$ cat config.mk
export PLATFORM = sky130hd
export DESIGN_NAME = grid_ray_march_column
export DESIGN_NICKNAME = d
export VERILOG_FILES = /design/src/grm_pkg.sv /design/src/grm_div.sv /design/src/grm_sincos.sv /design/src/grid_ray_march_column.sv
export SDC_FILE = /design/constraint.sdc
export NUM_CORES = 2
export LEC_CHECK = 0
export BUFFER_PORTS_ARGS = -buffer_cell sky130_fd_sc_hd__buf_2
export CORE_AREA = 4 4 300 214
export DETAILED_ROUTE_END_ITERATION = 8
export DIE_AREA = 0 0 304 218
export GPL_TIMING_DRIVEN = 0
export PLACE_DENSITY = 0.76
export SYNTH_ARGS = -nofsm -noshare
export SYNTH_HDL_FRONTEND = slang
export SYNTH_SLANG_ARGS = --single-unit
$ cat constraint.sdc
create_clock -name clk -period 15.1 [get_ports clk]
set_clock_uncertainty 0.1 [all_clocks]
set_input_delay 3.02 -clock clk [delete_from_list [all_inputs] [get_ports clk]]
set_output_delay 3.02 -clock clk [all_outputs]
set_load 0.02 [all_outputs]
$ cat src/grm_pkg.sv
// Shared types, constants and the quarter-wave sine table for the grid ray
// marcher. No dependencies.
`timescale 1ns / 1ps

package grm_pkg;

	localparam int GRID_DIM_DEF    = 8;
	localparam int TILE_PIXELS_DEF = 60;
	localparam int RAY_COUNT_DEF   = 160;

	localparam int DIV_NUM_W = 32;
	localparam int DIV_DEN_W = 24;

	localparam logic [15:0] RAY_FAN_START = 16'd5461;
	localparam logic [15:0] QUARTER_TURN  = 16'd16384;
	localparam logic [31:0] HEIGHT_NUM    = 32'd344064000; // 21000 in Q14
	localparam logic [8:0]  HEIGHT_MAX    = 9'd480;
	localparam logic [31:0] SHADE_NUM     = 32'd2550000;
	localparam logic [23:0] SHADE_BIAS    = 24'd10000;
	localparam logic [13:0] COL_BASE      = 14'd480;
	localparam logic [13:0] COL_MAX       = 14'd1023;
	localparam int          COL_SPAN      = 480;
	localparam logic [8:0]  STRIP_MID     = 9'd240;

	localparam logic [14:0] QSIN [0:64] = '{
		15'd0, 15'd402, 15'd804, 15'd1205, 15'd1606, 15'd2006, 15'd2404, 15'd2801,
		15'd3196, 15'd3590, 15'd3981, 15'd4370, 15'd4756, 15'd5139, 15'd5520, 15'd5897,
		15'd6270, 15'd6639, 15'd7005, 15'd7366, 15'd7723, 15'd8076, 15'd8423, 15'd8765,
		15'd9102, 15'd9434, 15'd9760, 15'd10080, 15'd10394, 15'd10702, 15'd11003, 15'd11297,
		15'd11585, 15'd11866, 15'd12140, 15'd12406, 15'd12665, 15'd12916, 15'd13160,
		15'd13395, 15'd13623, 15'd13842, 15'd14053, 15'd14256, 15'd14449, 15'd14635,
		15'd14811, 15'd14978, 15'd15137, 15'd15286, 15'd15426, 15'd15557, 15'd15679,
		15'd15791, 15'd15893, 15'd15986, 15'd16069, 15'd16143, 15'd16207, 15'd16261,
		15'd16305, 15'd16340, 15'd16364, 15'd16379, 15'd16384
	};

	typedef struct packed {
		logic [7:0]  ray_index;
		logic [15:0] viewer_x;
		logic [15:0] viewer_y;
		logic [15:0] viewer_heading;
	} ray_req_t;

	typedef struct packed {
		logic [9:0] screen_column;
		logic [7:0] strip_top;
		logic [8:0] strip_height;
		logic [7:0] shade;
		logic [7:0] ray_echo;
	} ray_res_t;

	typedef struct packed {
		logic                 start;
		logic [DIV_NUM_W-1:0] num;
		logic [DIV_DEN_W-1:0] den;
	} div_req_t;

	typedef struct packed {
		logic                 done;
		logic [DIV_NUM_W-1:0] quot;
	} div_rsp_t;

endpackage

$ cat src/grm_div.sv
// Shared restoring divider, one quotient bit per cycle.
// Depends on grm_pkg for the request and response structs.
`timescale 1ns / 1ps

module grm_div import grm_pkg::*; (
	input  logic     clk,
	input  logic     arst_n,
	input  div_req_t req,
	output div_rsp_t rsp
);

	localparam int CNT_W = $clog2(DIV_NUM_W);

	logic [DIV_DEN_W-1:0] rem_q;
	logic [DIV_NUM_W-1:0] quo_q;
	logic [DIV_DEN_W-1:0] den_q;
	logic [CNT_W-1:0]     cnt_q;
	logic                 busy_q;
	logic                 done_q;
	logic [DIV_DEN_W:0]   trial;
	logic                 fits;

	assign trial = {rem_q, quo_q[DIV_NUM_W-1]};
	assign fits  = trial >= {1'b0, den_q};

	always_ff @(posedge clk or negedge arst_n) begin
		if (!arst_n) begin
			busy_q <= 1'b0;
			done_q <= 1'b0;
			cnt_q  <= '0;
		end else if (req.start) begin
			busy_q <= 1'b1;
			done_q <= 1'b0;
			cnt_q  <= '0;
		end else if (busy_q) begin
			cnt_q <= cnt_q + 1'b1;
			if (cnt_q == CNT_W'(DIV_NUM_W - 1)) begin
				busy_q <= 1'b0;
				done_q <= 1'b1;
			end
		end else begin
			done_q <= 1'b0;
		end
	end

	always_ff @(posedge clk) begin
		if (req.start) begin
			rem_q <= '0;
			quo_q <= req.num;
			den_q <= req.den;
		end else if (busy_q) begin
			if (fits) begin
				rem_q <= DIV_DEN_W'(trial - {1'b0, den_q});
			end else begin
				rem_q <= trial[DIV_DEN_W-1:0];
			end
			quo_q <= {quo_q[DIV_NUM_W-2:0], fits};
		end
	end

	assign rsp.done = done_q;
	assign rsp.quot = quo_q;

endmodule

$ cat src/grm_sincos.sv
// Q1.14 sine of a 16-bit binary angle: quarter-wave table plus linear
// interpolation. Depends on grm_pkg for the table.
`timescale 1ns / 1ps

module grm_sincos import grm_pkg::*; (
	input  logic [15:0]        angle,
	output logic signed [15:0] sine
);

	logic [14:0] pos;
	logic [6:0]  idx;
	logic [7:0]  frac;
	logic [14:0] base;
	logic [14:0] nxt;
	logic [8:0]  diff;
	logic [16:0] step;
	logic [14:0] mag;

	always_comb begin
		// mirror odd quadrants
		pos  = angle[14] ? 15'(15'd16384 - {1'b0, angle[13:0]}) : {1'b0, angle[13:0]};
		idx  = pos[14:8];
		frac = pos[7:0];
		base = QSIN[idx];
		nxt  = (idx >= 7'd64) ? QSIN[64] : QSIN[7'(idx + 7'd1)];
		diff = 9'(nxt - base);
		step = 17'(diff * frac) + 17'd128;
		mag  = (idx >= 7'd64) ? QSIN[64] : 15'(base + {6'b0, step[16:8]});
		sine = angle[15] ? -$signed({1'b0, mag}) : $signed({1'b0, mag});
	end

endmodule

$ cat src/grid_ray_march_column.sv
// Sequence per ray: the ray offset (S_OFS), three sine/cosine lookups (S_SIN, S_COS, S_FC),
// one march step per cycle to the hit, then two passes through the shared divider, one for
// height and one for shade; a ray with no forward component skips the height pass.
// A ray with no hit gives no word and frees the input once the march limit is reached.
// One ray at a time: req_stall is high from accept until the cycle after the result.
// Reset clears the sequencer and the wall bitmap to all open tiles.
`timescale 1ns / 1ps

module grid_ray_march_column import grm_pkg::*; #(
	parameter int GRID_DIM    = GRID_DIM_DEF,
	parameter int TILE_PIXELS = TILE_PIXELS_DEF,
	parameter int RAY_COUNT   = RAY_COUNT_DEF
) (
	input  logic        clk,
	input  logic        arst_n,
	input  logic        bitmap_we,
	input  logic [63:0] bitmap_data,
	input  logic        req_valid,
	output logic        req_stall,
	input  ray_req_t    req,
	output logic        res_valid,
	input  logic        res_stall,
	output ray_res_t    res
);

	localparam int MARCH_LIMIT = GRID_DIM * TILE_PIXELS;
	localparam int DW          = $clog2(MARCH_LIMIT);
	localparam int CW          = 26;
	localparam int CNT_W       = $clog2(GRID_DIM + 1);

	typedef enum logic [8:0] {
		S_IDLE  = 9'b000000001,
		S_OFS   = 9'b000000010,
		S_SIN   = 9'b000000100,
		S_COS   = 9'b000001000,
		S_FC    = 9'b000010000,
		S_MARCH = 9'b000100000,
		S_HDIV  = 9'b001000000,
		S_SDIV  = 9'b010000000,
		S_OUT   = 9'b100000000
	} state_t;

	state_t               state_q;
	logic [63:0]          bitmap_q;
	ray_req_t             in_q;
	ray_res_t             res_q;
	logic [15:0]          ofs_q;
	logic signed [15:0]   s_q;
	logic signed [15:0]   c_q;
	logic signed [15:0]   fc_q;
	logic signed [CW-1:0] tx_q;
	logic signed [CW-1:0] ty_q;
	logic [DW-1:0]        depth_q;
	logic                 div_start_q;
	logic [DIV_NUM_W-1:0] div_num_q;
	logic [DIV_DEN_W-1:0] div_den_q;
	div_req_t             div_req;
	div_rsp_t             div_rsp;

	logic [15:0]          trig_angle;
	logic signed [15:0]   trig_val;
	logic [CNT_W-1:0]     col_cnt;
	logic [CNT_W-1:0]     row_cnt;
	logic                 wall;
	logic signed [CW-1:0] s_ext;
	logic signed [CW-1:0] c_ext;
	logic [15:0]          ofs_tab [256];
	logic [9:0]           col_tab [256];

	// per-ray angle step and screen column, fixed by the parameters
	for (genvar g = 0; g < 256; g++) begin : g_ray_tab
		localparam int COL = int'(COL_BASE) + g * COL_SPAN / RAY_COUNT;
		assign ofs_tab[g] = 16'(g * 65536 / (6 * RAY_COUNT));
		assign col_tab[g] = (COL > int'(COL_MAX)) ? 10'(COL_MAX) : 10'(COL);
	end

	assign div_req = '{start: div_start_q, num: div_num_q, den: div_den_q};

	grm_div u_div (
		.clk    (clk),
		.arst_n (arst_n),
		.req    (div_req),
		.rsp    (div_rsp)
	);

	grm_sincos u_trig (
		.angle (trig_angle),
		.sine  (trig_val)
	);

	always_comb begin
		unique case (state_q)
			S_SIN:   trig_angle = 16'(in_q.viewer_heading + ofs_q);
			S_COS:   trig_angle = 16'(in_q.viewer_heading + ofs_q + QUARTER_TURN);
			default: trig_angle = 16'(ofs_q + QUARTER_TURN);
		endcase
	end

	assign s_ext = {{(CW-16){s_q[15]}}, s_q};
	assign c_ext = {{(CW-16){c_q[15]}}, c_q};

	// tile index along each axis by compare against every tile boundary
	always_comb begin
		col_cnt = '0;
		row_cnt = '0;
		for (int k = 1; k <= GRID_DIM; k++) begin
			if (tx_q >= $signed(CW'(k * TILE_PIXELS * 16384)))
				col_cnt = col_cnt + 1'b1;
			if (ty_q >= $signed(CW'(k * TILE_PIXELS * 16384)))
				row_cnt = row_cnt + 1'b1;
		end
		wall = tx_q[CW-1] || ty_q[CW-1]
			|| (col_cnt >= CNT_W'(GRID_DIM)) || (row_cnt >= CNT_W'(GRID_DIM))
			|| bitmap_q[6'(row_cnt * GRID_DIM + col_cnt)];
	end

	always_ff @(posedge clk or negedge arst_n) begin
		if (!arst_n) begin
			bitmap_q <= '0;
		end else if (bitmap_we) begin
			bitmap_q <= bitmap_data;
		end
	end

	always_ff @(posedge clk or negedge arst_n) begin
		if (!arst_n) begin
			state_q     <= S_IDLE;
			div_start_q <= 1'b0;
		end else begin
			div_start_q <= ((state_q == S_MARCH) && wall)
				|| ((state_q == S_HDIV) && div_rsp.done);
			unique case (state_q)
				S_IDLE: begin
					if (req_valid)
						state_q <= S_OFS;
				end
				S_OFS:   state_q <= S_SIN;
				S_SIN:   state_q <= S_COS;
				S_COS:   state_q <= S_FC;
				S_FC:    state_q <= S_MARCH;
				S_MARCH: begin
					if (wall) begin
						state_q <= (fc_q > 16'sd0) ? S_HDIV : S_SDIV;
					end else if (depth_q == DW'(MARCH_LIMIT - 1)) begin
						state_q <= S_IDLE;
					end
				end
				S_HDIV: begin
					if (div_rsp.done)
						state_q <= S_SDIV;
				end
				S_SDIV: begin
					if (div_rsp.done)
						state_q <= S_OUT;
				end
				S_OUT: begin
					if (!res_stall)
						state_q <= S_IDLE;
				end
				default: state_q <= S_IDLE;
			endcase
		end
	end

	always_ff @(posedge clk) begin
		unique case (state_q)
			S_IDLE: in_q <= req;
			S_OFS: begin
				ofs_q <= ofs_tab[in_q.ray_index] - RAY_FAN_START;
			end
			S_SIN: s_q <= trig_val;
			S_COS: c_q <= trig_val;
			S_FC: begin
				fc_q    <= trig_val;
				tx_q    <= $signed({3'b0, in_q.viewer_x, 7'b0}) - s_ext;
				ty_q    <= $signed({3'b0, in_q.viewer_y, 7'b0}) + c_ext;
				depth_q <= DW'(1);
			end
			S_MARCH: begin
				if (wall) begin
					res_q.ray_echo <= in_q.ray_index;
					if (fc_q > 16'sd0) begin
						div_num_q <= HEIGHT_NUM;
						div_den_q <= DIV_DEN_W'(depth_q * fc_q[14:0]);
					end else begin
						// no forward component: full-height strip
						res_q.strip_height <= HEIGHT_MAX;
						res_q.strip_top    <= 8'(STRIP_MID - {1'b0, HEIGHT_MAX[8:1]});
						div_num_q          <= SHADE_NUM;
						div_den_q          <= DIV_DEN_W'(depth_q * depth_q) + SHADE_BIAS;
					end
				end else begin
					depth_q <= depth_q + 1'b1;
					tx_q    <= tx_q - s_ext;
					ty_q    <= ty_q + c_ext;
				end
			end
			S_HDIV: begin
				if (div_rsp.done) begin
					if (div_rsp.quot > DIV_NUM_W'(HEIGHT_MAX)) begin
						res_q.strip_height <= HEIGHT_MAX;
						res_q.strip_top    <= 8'(STRIP_MID - {1'b0, HEIGHT_MAX[8:1]});
					end else begin
						res_q.strip_height <= div_rsp.quot[8:0];
						res_q.strip_top    <= 8'(STRIP_MID - {1'b0, div_rsp.quot[8:1]});
					end
					div_num_q <= SHADE_NUM;
					div_den_q <= DIV_DEN_W'(depth_q * depth_q) + SHADE_BIAS;
				end
			end
			S_SDIV: begin
				if (div_rsp.done) begin
					res_q.shade         <= div_rsp.quot[7:0];
					res_q.screen_column <= col_tab[in_q.ray_index];
				end
			end
			default: begin
			end
		endcase
	end

	assign req_stall = (state_q != S_IDLE);
	assign res_valid = (state_q == S_OUT);
	assign res       = res_q;

endmodule

# Yosys cells after proc, flatten, opt, wreduce, memory -nomap -nowiden
# Memories as Yosys holds them, arrays and structs flattened. A register that Yosys moved wholly into a read port is not among the register bits.
# Cells that the tools add are included.
# W data, S select, Z words.
[word_totals]
reg_bits = 431
mem_bits_ro = 10496
in_bits = 125
out_inout_bits = 45
word_cells = 200
mem_count = 4
[op_classes]
n_addsub = 34
mul = 3
order_cmp = 26
eq_ne = 21
muxes = 67
bitwise = 3
n_reduce_logical = 16
[mem_list]
columns = ["name", "words", "width", "rd", "rd_ports_with_merged_regs", "wr", "line", "rtl"]
rows = [
  ["(name not given)", 256, 16, 1, 0, 0, "grid_ray_march_column.sv:169", "ofs_q <= ofs_tab[in_q.ray_index] - RAY_FAN_START;"],
  ["(name not given)", 256, 10, 1, 1, 0, "grid_ray_march_column.sv:214", "res_q.screen_column <= col_tab[in_q.ray_index];"],
  ["(name not given)", 128, 15, 1, 0, 0, "grm_sincos.sv:25", "nxt = (idx >= 7'd64) ? QSIN[64] : QSIN[7'(idx + 7'd1)];"],
  ["(name not given)", 128, 15, 1, 0, 0, "grm_sincos.sv:24", "base = QSIN[idx];"],
]
[ops]
columns = ["cell", "count"]
rows = [
  ["$ge A26 B24 Y1 const B", 8],
  ["$mux W32", 4],
  ["$ge A26 B23 Y1 const B", 4],
  ["$pmux W26 S2", 2],
  ["$mux W24", 4],
  ["$mux W9", 10],
  ["$pmux W9 S9", 1],
  ["$mux W17", 4],
  ["$pmux W32 S2", 1],
  ["$mux W15", 4],
  ["$add A4 B1 Y4 const B", 14],
  ["$mux W4", 14],
  ["$ge A26 B21 Y1 const B", 2],
  ["$ge A26 B22 Y1 const B", 2],
  ["$mux W26", 2],
  ["$mux W16", 3],
  ["$pmux W24 S2", 1],
  ["$pmux W17 S2", 1],
  ["$add A16 B15 Y16 const B", 2],
  ["$gt A32 B9 Y1 const B", 1],
  ["$pmux W16 S2", 1],
  ["$mux W29", 1],
  ["$add A26 B16 Y26", 1],
  ["$sub A26 B16 Y26", 1],
  ["other kinds (55)", 82],
]

# Logic depth before layout (Yosys ltp)
[depth]
depth_word = 22
depth_mapped = 64
depth_no_buf = 60

# Hierarchy
# Synthesis repeated with hierarchy kept, for this count alone.
[unflattened]
cells_unflattened = 3972
hier_area_um2 = 37579.8
[modules_own_cells]
columns = ["mod", "instances", "cells_each", "area_per_inst_um2", "seq_area_each_um2"]
rows = [
  ["grid_ray_march_column", 1, 2631, 26511.7, 9330.2],
  ["grm_sincos", 1, 900, 6274.8, 0.0],
  ["grm_div", 1, 441, 4793.3, 2337.2],
]

# Worst setup path after synthesis
# Ideal clock, no wire load.
[synth_path]
path_type = "flip-flop to flip-flop"
start = "register ofs_q[0]"
end = "register c_q[13] (data pin)"
setup_time_ns = 0.267
arrival_time_ns = 12.522
required_time_ns = 14.733
setup_slack_ns = 2.211
path_stages_with_launch = 60
n_path_buf = 5
period_less_slack_ns = 12.889
path_cell_list = "edfxtp_1 -> ha_1 -> inv_1 -> fa_1 -> nand2b_1 -> a21boi_1 -> o31ai_1 -> a2111oi_2 -> o2111ai_2 -> nor3_1 -> o211a_1 -> buf_6 -> clkbuf_1 -> clkbuf_1 -> ha_1 -> clkbuf_1 -> nand2_1 -> nor2_1 -> (+24 left out) -> nor2b_1 -> o21a_1 -> o21a_1 -> o21a_1 -> o21a_1 -> o21a_1 -> nor3_1 -> nor2_1 -> ha_1 -> inv_1 -> o21bai_1 -> a21o_1 -> inv_1 -> or2_1 -> nor3_1 -> o22ai_1 -> o21a_1 -> xnor2_1"
[synth_between]
elab_chain_len = 18
word_cells_on_any_way = 24
classes_between = "9 x add/sub; 1 x mul; 1 x order compare; 9 x mux; 2 x bitwise; 2 x memory"
[synth_lines]
columns = ["element", "line", "rtl"]
rows = [
  ["start, declared", "grid_ray_march_column.sv:47", "logic [15:0] ofs_q;"],
  ["start signal, assigned", "grid_ray_march_column.sv:169", ""],
  ["$add A16 B16 Y16", "grid_ray_march_column.sv:93, grid_ray_march_column.sv:94", ""],
  ["$add A16 B15 Y16", "grid_ray_march_column.sv:94", "S_COS: trig_angle = 16'(in_q.viewer_heading + ofs_q + QUARTER_TURN);"],
  ["$pmux W16 S2 *", "grid_ray_march_column.sv:92", "unique case (state_q)"],
  ["$sub A15 B14 Y15", "grm_sincos.sv:21", "pos = angle[14] ? 15'(15'd16384 - {1'b0, angle[13:0]}) : {1'b0, angle[13:0]};"],
  ["$mux W15", "grm_sincos.sv:21", ""],
  ["$add A7 B1 Y7", "grm_sincos.sv:25", ""],
  ["$not A7 Y8 (not written as such)", "grm_sincos.sv:25", ""],
  ["$mem_v2 Z128 W15", "-", ""],
  ["(+3 left out)", "-", ""],
  ["$sub A9 B9 Y9", "grm_sincos.sv:26", "diff = 9'(nxt - base);"],
  ["$mul A9 B8 Y17", "grm_sincos.sv:27", "step = 17'(diff * frac) + 17'd128;"],
  ["$add A17 B8 Y17", "grm_sincos.sv:27", ""],
  ["$add A15 B9 Y15", "grm_sincos.sv:28", "mag = (idx >= 7'd64) ? QSIN[64] : 15'(base + {6'b0, step[16:8]});"],
  ["$mux W15", "grm_sincos.sv:28", ""],
  ["$neg A15 Y16", "grm_sincos.sv:29", "sine = angle[15] ? -$signed({1'b0, mag}) : $signed({1'b0, mag});"],
  ["$mux W16 *", "grm_sincos.sv:29", ""],
  ["via trig_val[13]", "grid_ray_march_column.sv:61", "logic signed [15:0] trig_val;"],
  ["end signal, assigned", "grid_ray_march_column.sv:172", "S_COS: c_q <= trig_val;"],
  ["end, declared", "grid_ray_march_column.sv:49", "logic signed [15:0] c_q;"],
]
# The timed path passes the listed nets; every way through them passes the cells marked *. The select of a mux whose other input is x is not followed.
# A chain may end at the register's enable or synchronous reset.

# Worst setup path in the final report
[layout_path]
start = "register ofs_q[0]"
end = "register s_q[14] (data pin)"
[layout_between]
elab_chain_len = 18
word_cells_on_any_way = 24
classes_between = "9 x add/sub; 1 x mul; 1 x order compare; 9 x mux; 2 x bitwise; 2 x memory"
[layout_lines]
columns = ["element", "line", "rtl"]
rows = [
  ["$add A16 B16 Y16", "grid_ray_march_column.sv:93, grid_ray_march_column.sv:94", ""],
  ["$add A16 B15 Y16", "grid_ray_march_column.sv:94", ""],
  ["$pmux W16 S2 *", "grid_ray_march_column.sv:92", ""],
  ["$sub A15 B14 Y15", "grm_sincos.sv:21", ""],
  ["$mux W15", "grm_sincos.sv:21", ""],
  ["$add A7 B1 Y7", "grm_sincos.sv:25", ""],
  ["$not A7 Y8 (not written as such)", "grm_sincos.sv:25", ""],
  ["$mem_v2 Z128 W15", "-", ""],
  ["(+3 left out)", "-", ""],
  ["$sub A9 B9 Y9", "grm_sincos.sv:26", ""],
  ["$mul A9 B8 Y17", "grm_sincos.sv:27", ""],
  ["$add A17 B8 Y17", "grm_sincos.sv:27", ""],
  ["$add A15 B9 Y15", "grm_sincos.sv:28", ""],
  ["$mux W15", "grm_sincos.sv:28", ""],
  ["$neg A15 Y16", "grm_sincos.sv:29", ""],
  ["$mux W16 *", "grm_sincos.sv:29", ""],
  ["via trig_val[14]", "grid_ray_march_column.sv:61", ""],
  ["end signal, assigned", "grid_ray_march_column.sv:171", "S_SIN: s_q <= trig_val;"],
  ["end, declared", "grid_ray_march_column.sv:48", "logic signed [15:0] s_q;"],
]
# Marked as above.

==> results.cfg <==
[pwr]
design_power_total_mw = 2.37
cellPowerDensity_nw_per_um2 = 58.1
power.ir.vdd_worst_v = 0.0000866
leakagePower_nw = 17.3

[synthesis]
post_synth_main_area_contributors = sky130_fd_sc_hd__edfxtp_1, sky130_fd_sc_hd__ha_1, sky130_fd_sc_hd__fa_1, sky130_fd_sc_hd__dfrtp_1, sky130_fd_sc_hd__inv_1
synth_enable_flop_cells = 305
most_repeated_cell_in_the_gate_level_netlist_after_synthesis = sky130_fd_sc_hd__inv_1
synth_top_flop_cell = sky130_fd_sc_hd__edfxtp_1
synth_async_sr_flop_share_pct = 19.8
ys_warn_count = 0
synth_cell_type_count = 115
yosys-top-cells-count = sky130_fd_sc_hd__inv_1, sky130_fd_sc_hd__nand2_1, sky130_fd_sc_hd__ha_1, sky130_fd_sc_hd__nor2_1, sky130_fd_sc_hd__edfxtp_1
synthesis.instances = 4019
synth_area_per_cell_um2 = 9.24
synth.yosys.seq_area_share_pct = 31.4
synthDominantCellAreaShare_pct = 24.7
syn-cell-area_um2 = 37100
synth-seq-cells = 410
synthDominantAreaCellType = sky130_fd_sc_hd__edfxtp_1
synthesis.nets = 4656

[drt]
drt-pass1-iter-count = 6
drt_wl_total_mm = 99.6
viasPerCell = 6.13
drt_iter0_markers = 3576
vias = 31172
drc = 0
antenna_left = 0
routedWlPerCell_um = 19.6

[placement]
port_buffers = 168
place.gp.congestion = 0.990
dp.final_hpwl_mm = 75.8
dp_cells = 5012

[floorplanning]
boundaryPins = 170
floorplan.rows = 76
die_width_um = 304
die_area_um2 = 66300
initial_core_util_pct = 60.7
core_um2 = 61100
die_height_um = 218

[layout]
nFillCells = 4907
layout.area.seq_um2 = 11700
number_of_diodes_added_for_antenna_fixing = 0
multi_input_gate_area_um2 = 23400
proportion_of_layout_cells_with_a_drive_suffix_above_1_pct = 10.9
nNetsFinal = 4874
stdcell_count = 5088
flow.area_growth_from_synthesis_pct = 9.75

[clock_tree]
cts_hold_buffers = 0
clk_pin_slew_ns = 0.07
cts.sink_count = 410
cts_tree = built
cts.htree.levels = 2
numCtsBuffers = 42
ctsRootBufferMaster = sky130_fd_sc_hd__clkbuf_16
cts-root-to-sink-buffers = 3
clk_latency_ns = 0.60

[critical_path]
worstPathArrival_ns = 14.55
timing.critical_path.slowest_cell_delay_ns = 0.59
critPathRequiredTime_ns = 15.37
worst_setup_path_end_kind = flop
worst-setup-path-type = reg2reg
crit_top_cell = sky130_fd_sc_hd__fa_1
worst_setup_path_start_kind = flop
critical_path.slowest_cell = sky130_fd_sc_hd__or4_1
critical_path_peak_fanout = 13

[timing]
final.setup.tns_ns = 0
finalHoldViolations = 0
fin_crit_ns = 14.27
finalSetupViolCount = 0
worst_pin_slew_ns = 1.45
fmax_ghz = 0.0701
final_min_period_over_clock_period_pct = 94.5
maxSlewViolCount = 0
final.hold.worst_slack_ns = 0.316
slew-limit-headroom_pct = 2.51

[grt]
first_pass_grt_wire_length_mm = 160
grt_antenna_before_repair = 0
grt_remaining_overflow = 0
grt_start_max_net_pins = 65
gr-usage-all-layers_pct = 29.6
first_global_vias = 29869

[status]
run_status = completed

[run]
drv.max_cap_violation_count = 0

[min_path]
min_path_type = reg2reg
-- kinds of logic after synthesis --
family / synth area share (%)
muxes: 3.77
adders and majority gates: 20.9
buffers and inverters: 6.00
AOI/OAI and AO/OA: 16.9
and+or+nand+nor: 15.4
DFF: 31.4
xor gates and xnor gates: 5.68
-- layout by cell type (no fill, tap or decap), drive strengths merged, types with 21 or more instances in the layout --
| master | netlist | layout |
|---|---|---|
| inv | 383 | 388 |
| nand2 | 338 | 338 |
| ha | 333 | 333 |
| nor2 | 310 | 310 |
| edfxtp | 305 | 305 |
| a21oi | 274 | 274 |
| o21ai | 238 | 238 |
| buf | 40 | 218 |
| clkbuf | 155 | 203 |
| fa | 179 | 179 |
| xnor2 | 158 | 158 |
| nor3 | 114 | 114 |
| and2 | 93 | 93 |
| mux2 | 83 | 83 |
| dfrtp | 80 | 80 |
| xor2 | 73 | 73 |
| nand3 | 69 | 69 |
| a211oi | 62 | 62 |
| a21o | 54 | 54 |
| nor2b | 44 | 44 |
| a31oi | 40 | 40 |
| mux2i | 36 | 36 |
| or2 | 34 | 34 |
| nand2b | 33 | 33 |
| nor4 | 33 | 33 |
| and3 | 30 | 30 |
| or3 | 30 | 30 |
| o21a | 29 | 29 |
| o21bai | 27 | 27 |
| o31ai | 27 | 27 |
| o211ai | 26 | 26 |
| dfxtp | 24 | 24 |
| nand4 | 21 | 21 |
-- metal layers --
layer	track usage [%]	share of wire, %	vias up
li1	-	-	14645
met1	45.6	46	14947
met2	42.8	42	1414
met3	6.12	10	166
met4	6.59	2.1	0
met5	0	0	-
-- what timing repair did --
item,CTS,global route
pin swaps,0,3
resized for setup,14,43
buffers inserted,0,3
endpoints found under the setup margin,27,33
-- flip-flops by register name, indices dropped and copies added, names as in the netlist, 24 cells and up --
signal / cells
bitmap_q: 64
div_den_q: 24
in_q: 56
res: 42
tx_q: 26
ty_q: 26
u_div.den_q: 24
u_div.quo_q: 32
u_div.rem_q: 24
-- final timing paths --
path / startpoint / endpoint / slack [ns] / cells past startpoint
setup / recovery: ofs_q[0] / s_q[14] / 0.83 / 56
hold / removal: div_den_q[23] / u_div.den_q[23] / 0.32 / 0
setup reg to reg: ofs_q[0] / s_q[14] / 0.83 / 56
hold reg to reg: div_den_q[23] / u_div.den_q[23] / 0.32 / 0
max in group asynchronous: arst_n / bitmap_q[16] / 12.06 / 2
min in group asynchronous: arst_n / u_div.cnt_q[4] / 2.21 / 1
-- power breakdown --
part           switching, mW  internal, mW
Clock                  0.482         0.607
Combinational         0.0214        0.0306
Sequential            0.0105          1.22
-- final cells by class --
class,instances,share of cell area (%)
multi-input combinational,3030,57.5
sequential,410,28.6
inverter,384,3.55
clock buffer,52,2.85
tap,819,2.51
timing repair buffer,177,2.38
buffer,192,1.94
clock inverter,24,0.602
-- per-stage QoR --
stage / util (%) / setup slack (ns) / cell area [um^2]
after floorplan: - / 2.21 / 37100
after global placement: 63.8 / -0.693 / 39000
after detailed placement: 64.0 / -0.738 / 39100
after CTS: 66.4 / 0.00451 / 40600
after global routing: 66.7 / -0.0165 / 40800
final: 66.7 / 0.826 / 40800
-- worst max-delay path: cells and delay by family (launching register included) --
kind,cells,cell delay [ns]
DFF,1,0.41
xor gates and xnor gates,4,1.51
and+or+nand+nor,13,2.62
buffers and inverters,7,1.14
AOI/OAI and AO/OA,22,4.54
adders and majority gates,10,3.73
Power figures use the tool's default switching activity.
